`src/rtl/core/dsf_pkg.sv`:
```
`timescale 1ns / 1ps
`default_nettype none

package dsf_pkg;

   localparam logic [7:0] SYM_DLE = 8'h10;
   localparam logic [7:0] SYM_STX = 8'h02;
   localparam logic [7:0] SYM_ETX = 8'h03;

   // positions of one output byte within the run caused by one payload byte
   typedef enum logic [2:0] {
      SLOT_HDR_DLE,
      SLOT_HDR_STX,
      SLOT_STUFF,
      SLOT_DATA,
      SLOT_TR_DLE,
      SLOT_TR_ETX,
      SLOT_BCC
   } slot_type;

   // payload byte held while its run of line bytes goes out
   typedef struct packed {
      logic [7:0] data;
      logic       ends;
      logic       opens;
      logic [7:0] bcc;
   } item_type;

   typedef struct packed {
      logic [7:0] line_byte;
      logic       run_last;
      logic       frame_done;
      slot_type   next_slot;
   } slot_out_type;

endpackage

`default_nettype wire

```
`src/rtl/core/dsf_req_if.sv`:
```
`timescale 1ns / 1ps
`default_nettype none

interface dsf_req_if;
   logic       valid;
   logic       ready;
   logic [7:0] payload_byte;
   logic       frame_end;

   modport source (output valid, output payload_byte, output frame_end, input ready);
   modport sink (input valid, input payload_byte, input frame_end, output ready);
endinterface

`default_nettype wire

```
`src/rtl/core/dsf_rsp_if.sv`:
```
`timescale 1ns / 1ps
`default_nettype none

interface dsf_rsp_if;
   logic       valid;
   logic       ready;
   logic [7:0] line_byte;
   logic       run_last;
   logic       frame_done;

   modport source (output valid, output line_byte, output run_last, output frame_done,
                   input ready);
   modport sink (input valid, input line_byte, input run_last, input frame_done,
                 output ready);
endinterface

`default_nettype wire

```
`src/rtl/core/dle_stuffing_framer_with_bcc.sv`:
```
`timescale 1ns / 1ps
`default_nettype none

// channel  dir  transaction
// req_ch   in   payload_byte[7:0], frame_end
// rsp_ch   out  line_byte[7:0], run_last, frame_done
//
// one line byte leaves per cycle unless rsp_ch stalls; a payload byte causes 1 to 7
// line bytes (header, stuffed DLE, data, trailer), set by the slot sequencer
// the next payload byte is taken in the cycle its predecessor's last line byte
// moves to the output register, so plain data bytes flow at one per cycle
// reset is synchronous and clears the frame state, holding and output valid
// a stall on rsp_ch holds the output register and the sequencer in place

module dle_stuffing_framer_with_bcc (
   input  logic       clock,
   input  logic       reset,
   dsf_req_if.sink    req_ch,
   dsf_rsp_if.source  rsp_ch
);
   import dsf_pkg::*;

   item_type     item_ff, item_in;
   logic         item_valid_ff, item_valid_in;
   slot_type     slot_ff, slot_in;
   logic         inside_ff, inside_in;
   logic [7:0]   check_ff, check_in;
   logic         rsp_valid_ff, rsp_valid_in;
   logic [7:0]   line_byte_ff;
   logic         run_last_ff;
   logic         frame_done_ff;
   slot_out_type sel;
   logic         out_load;
   logic         req_ready;
   logic         req_accept;
   logic [7:0]   check_new;

   dsf_slot_sel u_slot_sel (
      .item_in (item_ff),
      .slot_in (slot_ff),
      .sel_out (sel)
   );

   assign out_load   = item_valid_ff && (!rsp_valid_ff || rsp_ch.ready);
   assign req_ready  = !item_valid_ff || (out_load && sel.run_last);
   assign req_accept = req_ch.valid && req_ready;
   assign check_new  = (inside_ff ? check_ff : 8'h00) ^ req_ch.payload_byte;

   always_comb begin
      item_valid_in = item_valid_ff;
      slot_in       = slot_ff;
      inside_in     = inside_ff;
      check_in      = check_ff;
      rsp_valid_in  = rsp_valid_ff;
      item_in       = item_ff;

      if (out_load) begin
         rsp_valid_in = 1'b1;
         slot_in      = sel.next_slot;
         if (sel.run_last)
            item_valid_in = 1'b0;
      end else if (rsp_ch.ready) begin
         rsp_valid_in = 1'b0;
      end

      if (req_accept) begin
         item_valid_in = 1'b1;
         item_in.data  = req_ch.payload_byte;
         item_in.ends  = req_ch.frame_end;
         item_in.opens = !inside_ff;
         item_in.bcc   = check_new ^ SYM_ETX;
         if (!inside_ff)
            slot_in = SLOT_HDR_DLE;
         else if (req_ch.payload_byte == SYM_DLE)
            slot_in = SLOT_STUFF;
         else
            slot_in = SLOT_DATA;
         inside_in = !req_ch.frame_end;
         check_in  = req_ch.frame_end ? 8'h00 : check_new;
      end
   end

   always_ff @(posedge clock) begin
      if (reset) begin
         item_valid_ff <= 1'b0;
         rsp_valid_ff  <= 1'b0;
         inside_ff     <= 1'b0;
         check_ff      <= 8'h00;
         slot_ff       <= SLOT_DATA;
      end else begin
         item_valid_ff <= item_valid_in;
         rsp_valid_ff  <= rsp_valid_in;
         inside_ff     <= inside_in;
         check_ff      <= check_in;
         slot_ff       <= slot_in;
      end
   end

   always_ff @(posedge clock) begin
      item_ff <= item_in;
      if (out_load) begin
         line_byte_ff  <= sel.line_byte;
         run_last_ff   <= sel.run_last;
         frame_done_ff <= sel.frame_done;
      end
   end

   assign req_ch.ready      = req_ready;
   assign rsp_ch.valid      = rsp_valid_ff;
   assign rsp_ch.line_byte  = line_byte_ff;
   assign rsp_ch.run_last   = run_last_ff;
   assign rsp_ch.frame_done = frame_done_ff;

`ifndef NO_ASSERTIONS
   a_done_is_last: assert property (@(posedge clock) disable iff (reset)
      rsp_valid_ff && frame_done_ff |-> run_last_ff)
      else $error("check byte not marked as end of run");

   a_accept_only_at_run_end: assert property (@(posedge clock) disable iff (reset)
      req_accept && item_valid_ff |-> out_load && sel.run_last)
      else $error("new transaction taken before run finished");

   a_header_only_on_open: assert property (@(posedge clock) disable iff (reset)
      item_valid_ff && (slot_ff == SLOT_HDR_DLE || slot_ff == SLOT_HDR_STX)
      |-> item_ff.opens)
      else $error("header emitted inside a frame");

   a_reset_closes_frame: assert property (@(posedge clock)
      $past(reset) |-> !inside_ff && !item_valid_ff && !rsp_valid_ff)
      else $error("state not cleared by reset");
`endif

endmodule

`default_nettype wire

```
`src/rtl/core/dsf_slot_sel.sv`:
```
`timescale 1ns / 1ps
`default_nettype none

module dsf_slot_sel (
   input  dsf_pkg::item_type     item_in,
   input  dsf_pkg::slot_type     slot_in,
   output dsf_pkg::slot_out_type sel_out
);
   import dsf_pkg::*;

   logic stuff;

   assign stuff = (item_in.data == SYM_DLE);

   always_comb begin
      sel_out.line_byte  = item_in.data;
      sel_out.run_last   = 1'b0;
      sel_out.frame_done = 1'b0;
      sel_out.next_slot  = SLOT_DATA;
      unique case (slot_in)
         SLOT_HDR_DLE: begin
            sel_out.line_byte = SYM_DLE;
            sel_out.next_slot = SLOT_HDR_STX;
         end
         SLOT_HDR_STX: begin
            sel_out.line_byte = SYM_STX;
            sel_out.next_slot = stuff ? SLOT_STUFF : SLOT_DATA;
         end
         SLOT_STUFF: begin
            sel_out.line_byte = SYM_DLE;
            sel_out.next_slot = SLOT_DATA;
         end
         SLOT_DATA: begin
            sel_out.line_byte = item_in.data;
            sel_out.run_last  = !item_in.ends;
            sel_out.next_slot = SLOT_TR_DLE;
         end
         SLOT_TR_DLE: begin
            sel_out.line_byte = SYM_DLE;
            sel_out.next_slot = SLOT_TR_ETX;
         end
         SLOT_TR_ETX: begin
            sel_out.line_byte = SYM_ETX;
            sel_out.next_slot = SLOT_BCC;
         end
         SLOT_BCC: begin
            // trailer bytes are never stuffed
            sel_out.line_byte  = item_in.bcc;
            sel_out.run_last   = 1'b1;
            sel_out.frame_done = 1'b1;
            sel_out.next_slot  = SLOT_DATA;
         end
         default: begin
            sel_out.line_byte = item_in.data;
            sel_out.next_slot = SLOT_DATA;
         end
      endcase
   end

endmodule

`default_nettype wire
```
`src/flat_wrapper.sv`:
```
// flat-port wrapper written by rule: the top's interface ports become plain ports
module dle_stuffing_framer_with_bcc_flat import dsf_pkg::*;
  (clock, reset, req_ch_valid, req_ch_payload_byte, req_ch_frame_end, req_ch_ready, rsp_ch_valid, rsp_ch_line_byte, rsp_ch_run_last, rsp_ch_frame_done, rsp_ch_ready);
  dsf_req_if req_ch_i ();
  dsf_rsp_if rsp_ch_i ();
  input  logic clock;
  input  logic reset;
  input wire logic [$bits(req_ch_i.valid)-1:0] req_ch_valid;
  input wire logic [$bits(req_ch_i.payload_byte)-1:0] req_ch_payload_byte;
  input wire logic [$bits(req_ch_i.frame_end)-1:0] req_ch_frame_end;
  output wire logic [$bits(req_ch_i.ready)-1:0] req_ch_ready;
  output wire logic [$bits(rsp_ch_i.valid)-1:0] rsp_ch_valid;
  output wire logic [$bits(rsp_ch_i.line_byte)-1:0] rsp_ch_line_byte;
  output wire logic [$bits(rsp_ch_i.run_last)-1:0] rsp_ch_run_last;
  output wire logic [$bits(rsp_ch_i.frame_done)-1:0] rsp_ch_frame_done;
  input wire logic [$bits(rsp_ch_i.ready)-1:0] rsp_ch_ready;
  assign req_ch_i.valid = req_ch_valid;
  assign req_ch_i.payload_byte = req_ch_payload_byte;
  assign req_ch_i.frame_end = req_ch_frame_end;
  assign req_ch_ready = req_ch_i.ready;
  assign rsp_ch_valid = rsp_ch_i.valid;
  assign rsp_ch_line_byte = rsp_ch_i.line_byte;
  assign rsp_ch_run_last = rsp_ch_i.run_last;
  assign rsp_ch_frame_done = rsp_ch_i.frame_done;
  assign rsp_ch_i.ready = rsp_ch_ready;
  dle_stuffing_framer_with_bcc u_core (.clock(clock), .reset(reset), .req_ch(req_ch_i), .rsp_ch(rsp_ch_i));
endmodule
```
`config.mk`:
```
export PLATFORM = sky130hd
export DESIGN_NAME = dle_stuffing_framer_with_bcc_flat
export DESIGN_NICKNAME = d
export VERILOG_FILES = /design/src/rtl/core/dsf_pkg.sv /design/src/rtl/core/dsf_req_if.sv /design/src/rtl/core/dsf_rsp_if.sv /design/src/rtl/core/dle_stuffing_framer_with_bcc.sv /design/src/rtl/core/dsf_slot_sel.sv /design/src/flat_wrapper.sv
export SDC_FILE = /design/constraint.sdc
export NUM_CORES = 1
export LEC_CHECK = 0
export BUFFER_PORTS_ARGS = -buffer_cell sky130_fd_sc_hd__buf_2
export CORE_MARGIN = 5
export CORE_UTILIZATION = 59
export DETAILED_ROUTE_END_ITERATION = 6
export GPL_ROUTABILITY_DRIVEN = 1
export GPL_TIMING_DRIVEN = 0
export PLACE_DENSITY = 0.82
export SLEW_MARGIN = 15
export SYNTH_ARGS = -nofsm -noshare
export SYNTH_HDL_FRONTEND = slang
export SYNTH_SLANG_ARGS = --single-unit
export TNS_END_PERCENT = 50
```
`constraint.sdc`:
```
create_clock -name clock -period 5.4 [get_ports clock]
set_clock_uncertainty 0.05 [all_clocks]
set_input_delay 0.54 -clock clock [delete_from_list [all_inputs] [get_ports clock]]
set_output_delay 0.54 -clock clock [all_outputs]
set_load 0.01 [all_outputs]
```
==> impl_metrics.yaml, run 1 <==
outcome:
  status: "completed"
flow_run:
  maxCapViolations: 0
sta:
  finalMaxSlewViolations: 0
  period_needed_ns: 2.28
  setup_violations: 0
  hold_viol_final: 0
  fin_crit_sh_pct: 42.1
  holdWs_ns: 0.363
  worst_pin_slew_ns: 0.752
  slew_headroom_pct: 49.8
  grt_setup_unrepaired: "false"
  tns_ns: 0
  fmax_mhz: 440
floorplanning:
  fp-row-count: 19
  ios: 25
  initial_utilization_pct: 61.7
  core_area_mm2: 0.00278
  fp.dieH_um: 63.9
  die-area_mm2: 0.00409
  dieWidth_um: 63.9
synthesis:
  synth_compound_area_share_pct: 12.0
  syn_nets: 161
  synth_xor_area_share_pct: 4.08
  yosysUniqueCellTypes: 36
  ys_ff_latch: 41
  synth_top_family_by_area: "simple AND/OR/NAND/NOR gates"
  synth.yosys.seq_area_share_pct: 63.6
  synthMuxAreaShare_pct: 0.584
  synth-simple-area-share_pct: 16.9
  synth_cells: 148
  avgSynthCellArea_um2: 11.6
  syn_area_mm2: 0.00172
  ys_warn_count: 0
  synthAdderAreaFrac_pct: 0
cts:
  cts-buffers-inserted: 5
  clkTransAtPathRegs_ns: 0.12
  clock_path_buffers: 2
  ctsHoldBuffers: 0
  clk_latency_ns: 0.34
  postCtsResizedCells: 0
  post-cts-setup-buffers: 0
  htreeDepth: 2
  tritoncts: "yes"
  clock_sinks: 41
  clock-root-buffer: "clkbuf_4"
placed_design:
  place.gp.congestion: 0.845
  dpl.hpwl_mm: 2.33
  place_inst: 203
  port_buffers: 24
finish:
  area.growth.synth_to_final_pct: 12.5
  nets: 192
  diodes: 0
  layout-drive-gt1-share_pct: 20.6
  fin_cells: 211
worst_hold_path:
  whs_path_depth: 1
  hp-class: "primary input to flop"
critical_path:
  start_kind: "flop"
  critical_path_class: "flop to output port"
  required_ns: 4.81
  end_kind: "output port"
  r2r_setup_slack_ns: 3.21
  arrival_ns: 1.69
  rr_worst_depth: 8
  crit_path_max_fanout: 10
route:
  routed_wl_mm: 3.10
  dr.pass1.iters: 4
  routedWlPerCell_um: 14.7
  via_per_inst: 5.76
  drtIter0Drc: 72
  drc: 0
  final_antenna_net_count: 0
  vias: 1216
pwr:
  p_int_mw: 0.461
  p_leak_nw: 0.714
  p_comb_share_pct: 17.2
  p_per_area_mw_per_mm2: 328
  seq_power_share_pct: 60.3
  p_switching_mw: 0.172
  peakVddDrop_mv: 0.250
  swShare_pct: 27.1
  clockPowerShare_pct: 22.6
global_routing:
  grtUsageTotal_pct: 16.6
  grt_antenna_before_repair: 0
  grt_max_degree: 27
  grt_pass1_wl_mm: 5.32
  grt_pass1_vias: 1197
  overflow: 0
-- routing by layer --
metal / vias to the layer above / part of all wire (%) / track usage, %
li1: 599 / - / -
met2: 53 / 49 / 26.0
met4: 0 / 2.3 / 8.83
met1: 556 / 42 / 20.3
met5: - / 0 / 0
met3: 8 / 6.6 / 5.43
-- synthesized netlist by cell type, drive strengths merged --
master	n	area, um2
inv	2	7.51
o21ai	4	20.0
nor4b	2	17.5
a21oi	13	65.1
nor4	2	12.5
and2	1	6.26
a221o	1	10.0
nand4	1	6.26
buf	4	25.0
a32o	1	10.0
o21a	1	7.51
or3	3	23.8
nor2	13	48.8
a211o	2	17.5
nand2	19	71.3
mux2i	1	10.0
edfxtp	27	811
o41ai	1	8.76
clkinv	1	3.75
nor2b	3	18.8
o31a	1	8.76
nand2b	2	12.5
or3b	1	8.76
a211oi	1	7.51
a31oi	1	6.26
nand3b	7	52.6
nor3	1	5.00
clkbuf	3	11.3
a21o	1	7.51
and3	1	6.26
xor2	2	17.5
dfxtp	14	280
a22oi	5	37.5
xnor2	6	52.6
-- cell type report --
cell class	count	area [um2]
Sequential cell	41	1090
Clock buffer	5	37.5
Inverter	3	11.3
Clock inverter	3	17.5
Multi-Input combinational cell	97	577
Tap cell	31	38.8
Timing Repair Buffer	24	120
Buffer	7	36.3
Fill cell	212	852
-- state kept, by name, summed over array words and instances, names as in the netlist --
register / flops
u_core.check_ff: 8
u_core.item_ff: 17
u_core.inside_ff: 1
u_core.rsp_ch.run_last: 1
u_core.item_valid_ff: 1
u_core.slot_ff: 3
u_core.rsp_ch.line_byte: 8
u_core.rsp_ch.valid: 1
u_core.rsp_ch.frame_done: 1
-- placed cells by master (no fill, tap or decap), types with 4 or more instances in the layout --
| cell | n |
|---|---|
| nand2_1 | 19 |
| clkbuf_4 | 5 |
| edfxtp_1 | 27 |
| o21ai_0 | 4 |
| nand3b_1 | 7 |
| nor2_1 | 13 |
| buf_2 | 26 |
| xnor2_1 | 6 |
| a21oi_1 | 13 |
| dfxtp_1 | 14 |
| a22oi_1 | 5 |
-- through the flow --
step	util (%)	power [mW]	area [um2]	worst slack, ns
global placement	67.4	0.491	1870	3.17
CTS	69.4	0.638	1930	3.12
global route	69.4	0.671	1930	2.99
detailed placement	67.4	0.497	1870	3.13
finish	69.4	0.633	1930	3.12
floorplan	-	0.460	1720	3.41
-- worst max-delay path, cell delays in order, from the launching register on --
cell      delay, ns
dfxtp_1        0.32
buf_2          0.19
clkinv_1       0.26
o21a_1         0.29
nor2_1         0.13
buf_2          0.15
-- kinds of logic (layout without fill, tap and decap cells) --
family                    Yosys count  count (layout)
AOI/OAI and AO/OA                  32              32
xor gates and xnor gates            8               8
buffers and inverters              10              42
DFF                                41              41
muxes                               1               1
and+or+nand+nor                    56              56
-- path summary, 6_finish.rpt --
kind	from	endpoint
max reg2reg	u_core.slot_ff[1]	u_core.slot_ff[2]
min reg2reg	u_core.check_ff[4]	u_core.check_ff[4]
min	req_ch_payload_byte[1]	u_core.item_ff[11]
max	u_core.slot_ff[1]	req_ch_ready
-- power by group through the flow --
stage / Sequential (mW) / Combinational, mW / Clock, mW
final: 0.381 / 0.109 / 0.143
after floorplan: 0.390 / 0.0701 / 0
after global placement: 0.387 / 0.104 / 0
after CTS: 0.381 / 0.109 / 0.148
after detailed placement: 0.389 / 0.108 / 0
after global routing: 0.384 / 0.122 / 0.165
No activity file was read; power rests on OpenSTA's default activity.
==> run 2, diff against run 1 <==
CORE_UTILIZATION = 55   (was 59)
PLACE_DENSITY = 0.77   (was 0.82)
clock period = 2.2 ns   (was 5.4 ns; I/O delays follow)
==> impl_metrics.yaml, run 2 (same netlist as run 1, synthesis figures left out) <==
route:
  routedWlPerCell_um: 14.5
  wl_met2_mm: 1.61
  maxUsedRoutingLayer: "met4"
  wl_met3_um: 207
  drc: 0
  routed_wl_mm: 3.27
  met1_length_mm: 1.38
  via_per_inst: 5.55
  final_antenna_net_count: 0
  vias: 1254
  drtIter0Drc: 67
  dr.pass1.iters: 4
placed_design:
  place.gp.congestion: 0.756
  place_ws_ns: -0.00280
  place_inst: 216
  placed_area_mm2: 0.00189
  dpl.hpwl_mm: 2.30
  port_buffers: 24
worst_hold_path:
  hp-class: "primary input to flop"
  holdCritStartpoint: "req_ch_payload_byte[7]"
  whs_path_depth: 1
  min_to: "u_core.item_ff[17]"
cts:
  clock_path_buffers: 2
  htreeDepth: 2
  clk_latency_ns: 0.34
  ctsHoldBuffers: 0
  clock-root-buffer: "clkbuf_4"
  clkTransAtPathRegs_ns: 0.11
  clock_sinks: 41
  cts-buffers-inserted: 5
  tritoncts: "yes"
finish:
  fin_cells: 226
  final_cell_mix: "27 x edfxtp_1, 26 x buf_2, 19 x nand2_1"
  layout-drive-gt1-share_pct: 23.6
  final_common_cell: "edfxtp_1"
  diodes: 0
  nets: 194
  area.growth.synth_to_final_pct: 18.7
  largest_register_ffs: 17
  regMostFlops: "u_core.item_ff"
  stdcell_area_mm2: 0.00204
critical_path:
  required_ns: 2.22
  worst_path_max_delay_cell: "or3_4"
  critical_path_class: "flop to flop"
  rr_worst_depth: 7
  regToRegStartpoint: "u_core.slot_ff[0]"
  arrival_ns: 2.17
  r2r_setup_slack_ns: 0.05
  crit_path_max_fanout: 13
  r2r_end: "u_core.item_ff[4]"
  end_kind: "flop"
  slowest_delay_ns: 0.41
  start_kind: "flop"
  crit_chain: "buf_6 > or3b_1 > and3_1 > or3_4 > clkinvlp_4 > buf_4 > clkbuf_16"
flow_run:
  maxCapViolations: 0
outcome:
  status: "completed"
global_routing:
  grt_pass1_vias: 1155
  grt_antenna_before_repair: 0
  grt_max_degree: 27
  overflow: 0
  grt_pass1_wl_mm: 5.14
  grtUsageTotal_pct: 16.0
sta:
  fmax_mhz: 465
  hold_viol_final: 0
  layout_setup_ws_ns: 0.0507
  slew_headroom_pct: 49.2
  fin_crit_sh_pct: 97.7
  setup_violations: 0
  period_needed_ns: 2.15
  worst_pin_slew_ns: 0.760
  finalMaxSlewViolations: 0
  holdWs_ns: 0.0397
floorplanning:
  die-area_mm2: 0.00434
  initial_utilization_pct: 56.7
  fp-row-count: 20
  core_area_mm2: 0.00303
  fp.dieH_um: 65.8
  ios: 25
  dieWidth_um: 65.8
pwr:
  peakVddDrop_mv: 0.465
  p_leak_nw: 0.751
  p_per_area_mw_per_mm2: 852
==> run 2: power breakdown <==
part           switching, mW  leakage (nW)  internal [mW]
Sequential            0.0298         0.374          0.907
Combinational          0.172         0.332          0.127
Clock                  0.227        0.0455          0.271
Total                  0.429         0.751           1.31
==> run 2: worst max path at each step <==
stage / startpoint / endpoint / slack, ns
floorplan: u_core.slot_ff[0] / u_core.slot_ff[2] / 0.21
global placement: u_core.slot_ff[0] / u_core.slot_ff[2] / 0.06
detailed placement: u_core.slot_ff[1] / u_core.inside_ff / -0.003
CTS: u_core.slot_ff[0] / u_core.inside_ff / 0.04
global route: u_core.slot_ff[0] / u_core.item_ff[1] / -0.01
finish: u_core.slot_ff[0] / u_core.item_ff[4] / 0.05
==> run 2: cell type report <==
type,count,area [um2]
inverters,3,16.3
flip-flops and latches,41,1090
well taps,44,55.1
clock inverters,1,30.0
clock buffers,7,55.1
plain buffers,7,53.8
repair buffers,26,153
fillers,237,991
multi-input cells,97,582
==> run 2: what timing repair did <==
| item | CTS | global route |
|---|---|---|
| buffers inserted | 0 | 1 |
| pin swaps | 0 | 1 |
| gates cloned | 0 | 1 |
| setup endpoints to repair | 5 | 27 |
| gates resized for setup | 2 | 8 |
==> run 2: routing by layer <==
layer,up-vias,global-route usage [%]
met4,0,8.29
met2,53,26.8
li1,608,-
met3,8,4.76
met1,585,18.3
met5,-,0
==> run 2: per-stage QoR <==
step / util, % / setup TNS, ns / power (mW)
6_report: 67.3 / 0 / 1.73
4_1_cts: 65.4 / 0 / 1.71
5_1_grt: 67.3 / -0.0923 / 1.81
2_1_floorplan: - / 0 / 1.13
3_5_place_dp: 62.4 / -0.00280 / 1.22
3_3_place_gp: 62.4 / 0 / 1.21
==> run 2: worst max-delay path, delay by kind of cell (launching register included) <==
family                 cells  cell delay [ns]
AND/OR/NAND/NOR            3             0.95
buffers and inverters      4             0.53
flip-flops                 1             0.34
==> run 3, diff against run 2 <==
RECOVER_POWER = 100   (was unset)
==> impl_metrics.yaml, run 3 (same netlist as run 1, synthesis figures left out) <==
critical_path:
  critical_path_class: "flop to flop"
  end_kind: "flop"
  arrival_ns: 2.17
  startpoint: "u_core.slot_ff[0]"
  required_ns: 2.22
  regToRegStartpoint: "u_core.slot_ff[0]"
  start_kind: "flop"
  r2r_setup_slack_ns: 0.05
  crit_path_max_fanout: 13
sta:
  setup_violations: 0
  holdWs_ns: 0.0760
  fmax_mhz: 465
  fin_crit_sh_pct: 97.7
  slew_headroom_pct: 49.2
  finalMaxSlewViolations: 0
  hold_viol_final: 0
  worst_pin_slew_ns: 0.760
  period_needed_ns: 2.15
  layout_setup_ws_ns: 0.0514
floorplanning:
  core_area_mm2: 0.00303
  ios: 25
  dieWidth_um: 65.8
  fp-row-count: 20
  die-area_mm2: 0.00434
  fp.dieH_um: 65.8
  initial_utilization_pct: 56.7
pwr:
  peakVddDrop_mv: 0.458
  power_mw: 1.73
  clockPowerShare_pct: 28.8
  p_comb_share_pct: 16.9
  p_per_area_mw_per_mm2: 858
  p_leak_nw: 0.691
  p_switching_mw: 0.429
  p_int_mw: 1.30
  swShare_pct: 24.9
  seq_power_share_pct: 54.3
cts:
  clock-root-buffer: "clkbuf_4"
  htreeDepth: 2
  ctsHoldBuffers: 0
  cts-buffers-inserted: 5
  clk_latency_ns: 0.33
  clock_sinks: 41
  clock_path_buffers: 2
  tritoncts: "yes"
  clkTransAtPathRegs_ns: 0.11
route:
  drc: 0
  dr.pass1.iters: 4
  maxUsedRoutingLayer: "met4"
  final_antenna_net_count: 0
  wl_met2_mm: 1.64
  routed_wl_mm: 3.32
  drtIter0Drc: 52
  met1_length_mm: 1.41
  via_per_inst: 5.46
  vias: 1234
  wl_met3_um: 220
  routedWlPerCell_um: 14.7
finish:
  regMostFlops: "u_core.item_ff"
  largest_register_ffs: 17
  stdcell_area_mm2: 0.00201
  fill_cells: 254
  final_cell_mix: "27 x edfxtp_1, 24 x clkbuf_1, 19 x nand2_1"
  layout-drive-gt1-share_pct: 12.1
  final_common_cell: "edfxtp_1"
  diodes: 0
  area.growth.synth_to_final_pct: 17.2
  nets: 194
placed_design:
  port_buffers: 24
  place.gp.congestion: 0.756
  dpl.hpwl_mm: 2.30
  placed_area_mm2: 0.00189
  place_ws_ns: -0.00280
worst_hold_path:
  holdCritStartpoint: "reset"
  hp-class: "primary input to flop"
global_routing:
  grtUsageTotal_pct: 16.0
  grt_antenna_before_repair: 0
  grt_pass1_vias: 1155
  grt_max_degree: 27
  overflow: 0
  grt_pass1_wl_mm: 5.14
flow_run:
  maxCapViolations: 0
outcome:
  status: "completed"
run 3: cell types whose count changed in the layout (fill, tap and decap cells not counted), sizes merged:
cell    previous run  this run
buf               29         8
clkbuf            11        32
run 3: layout make-up:
class	count	area [um2]	area share [%]
Sequential cell	41	1090	54.3
Multi-Input combinational cell	97	582	28.9
Timing Repair Buffer	26	126	6.28
Clock buffer	7	55.1	2.74
Tap cell	44	55.1	2.74
Buffer	7	53.8	2.68
Clock inverter	1	30.0	1.49
Inverter	3	16.3	0.809
run 3: worst max-delay path: stages (launching register included):
cell and delay, ns:
dfxtp_2 0.34, buf_6 0.12, or3b_1 0.36, and3_1 0.19, or3_4 0.41, clkinvlp_4 0.13, buf_4 0.13, clkbuf_16 0.16
run 3: power by group through the flow:
stage / clock network (mW) / logic (mW) / registers [mW]
after floorplan: 0 / 0.172 / 0.957
after global placement: 0 / 0.255 / 0.950
after detailed placement: 0 / 0.266 / 0.953
after CTS: 0.504 / 0.269 / 0.935
after global routing: 0.538 / 0.322 / 0.943
final: 0.497 / 0.291 / 0.938
run 3: per-stage QoR:
step | cells | util [%] | TNS, ns
2_1_floorplan | 148 | - | 0
3_3_place_gp | 216 | 62.4 | 0
3_5_place_dp | 216 | 62.4 | -0.00280
4_1_cts | 224 | 65.4 | 0
5_1_grt | 226 | 66.4 | -0.113
6_report | 226 | 66.4 | 0
run 3: per-layer routing:
| layer | track usage, % | vias to the layer above |
|---|---|---|
| met1 | 18.3 | 570 |
| met2 | 26.8 | 53 |
| met4 | 8.29 | 0 |
| li1 | - | 607 |
| met3 | 4.76 | 4 |
| met5 | 0 | - |
run 3: what timing repair did:
action                                  CTS  global route
pin swaps                                 0             1
setup buffers                             0             1
cloned                                    0             1
resized for setup                         2             8
endpoints found under the setup margin    5            27
run 3: worst paths after layout:
check,endpoint,depth (start not counted)
hold / removal,u_core.inside_ff,2
hold reg to reg,u_core.check_ff[6],2
setup / recovery,u_core.item_ff[0],7
setup reg to reg,u_core.item_ff[0],7
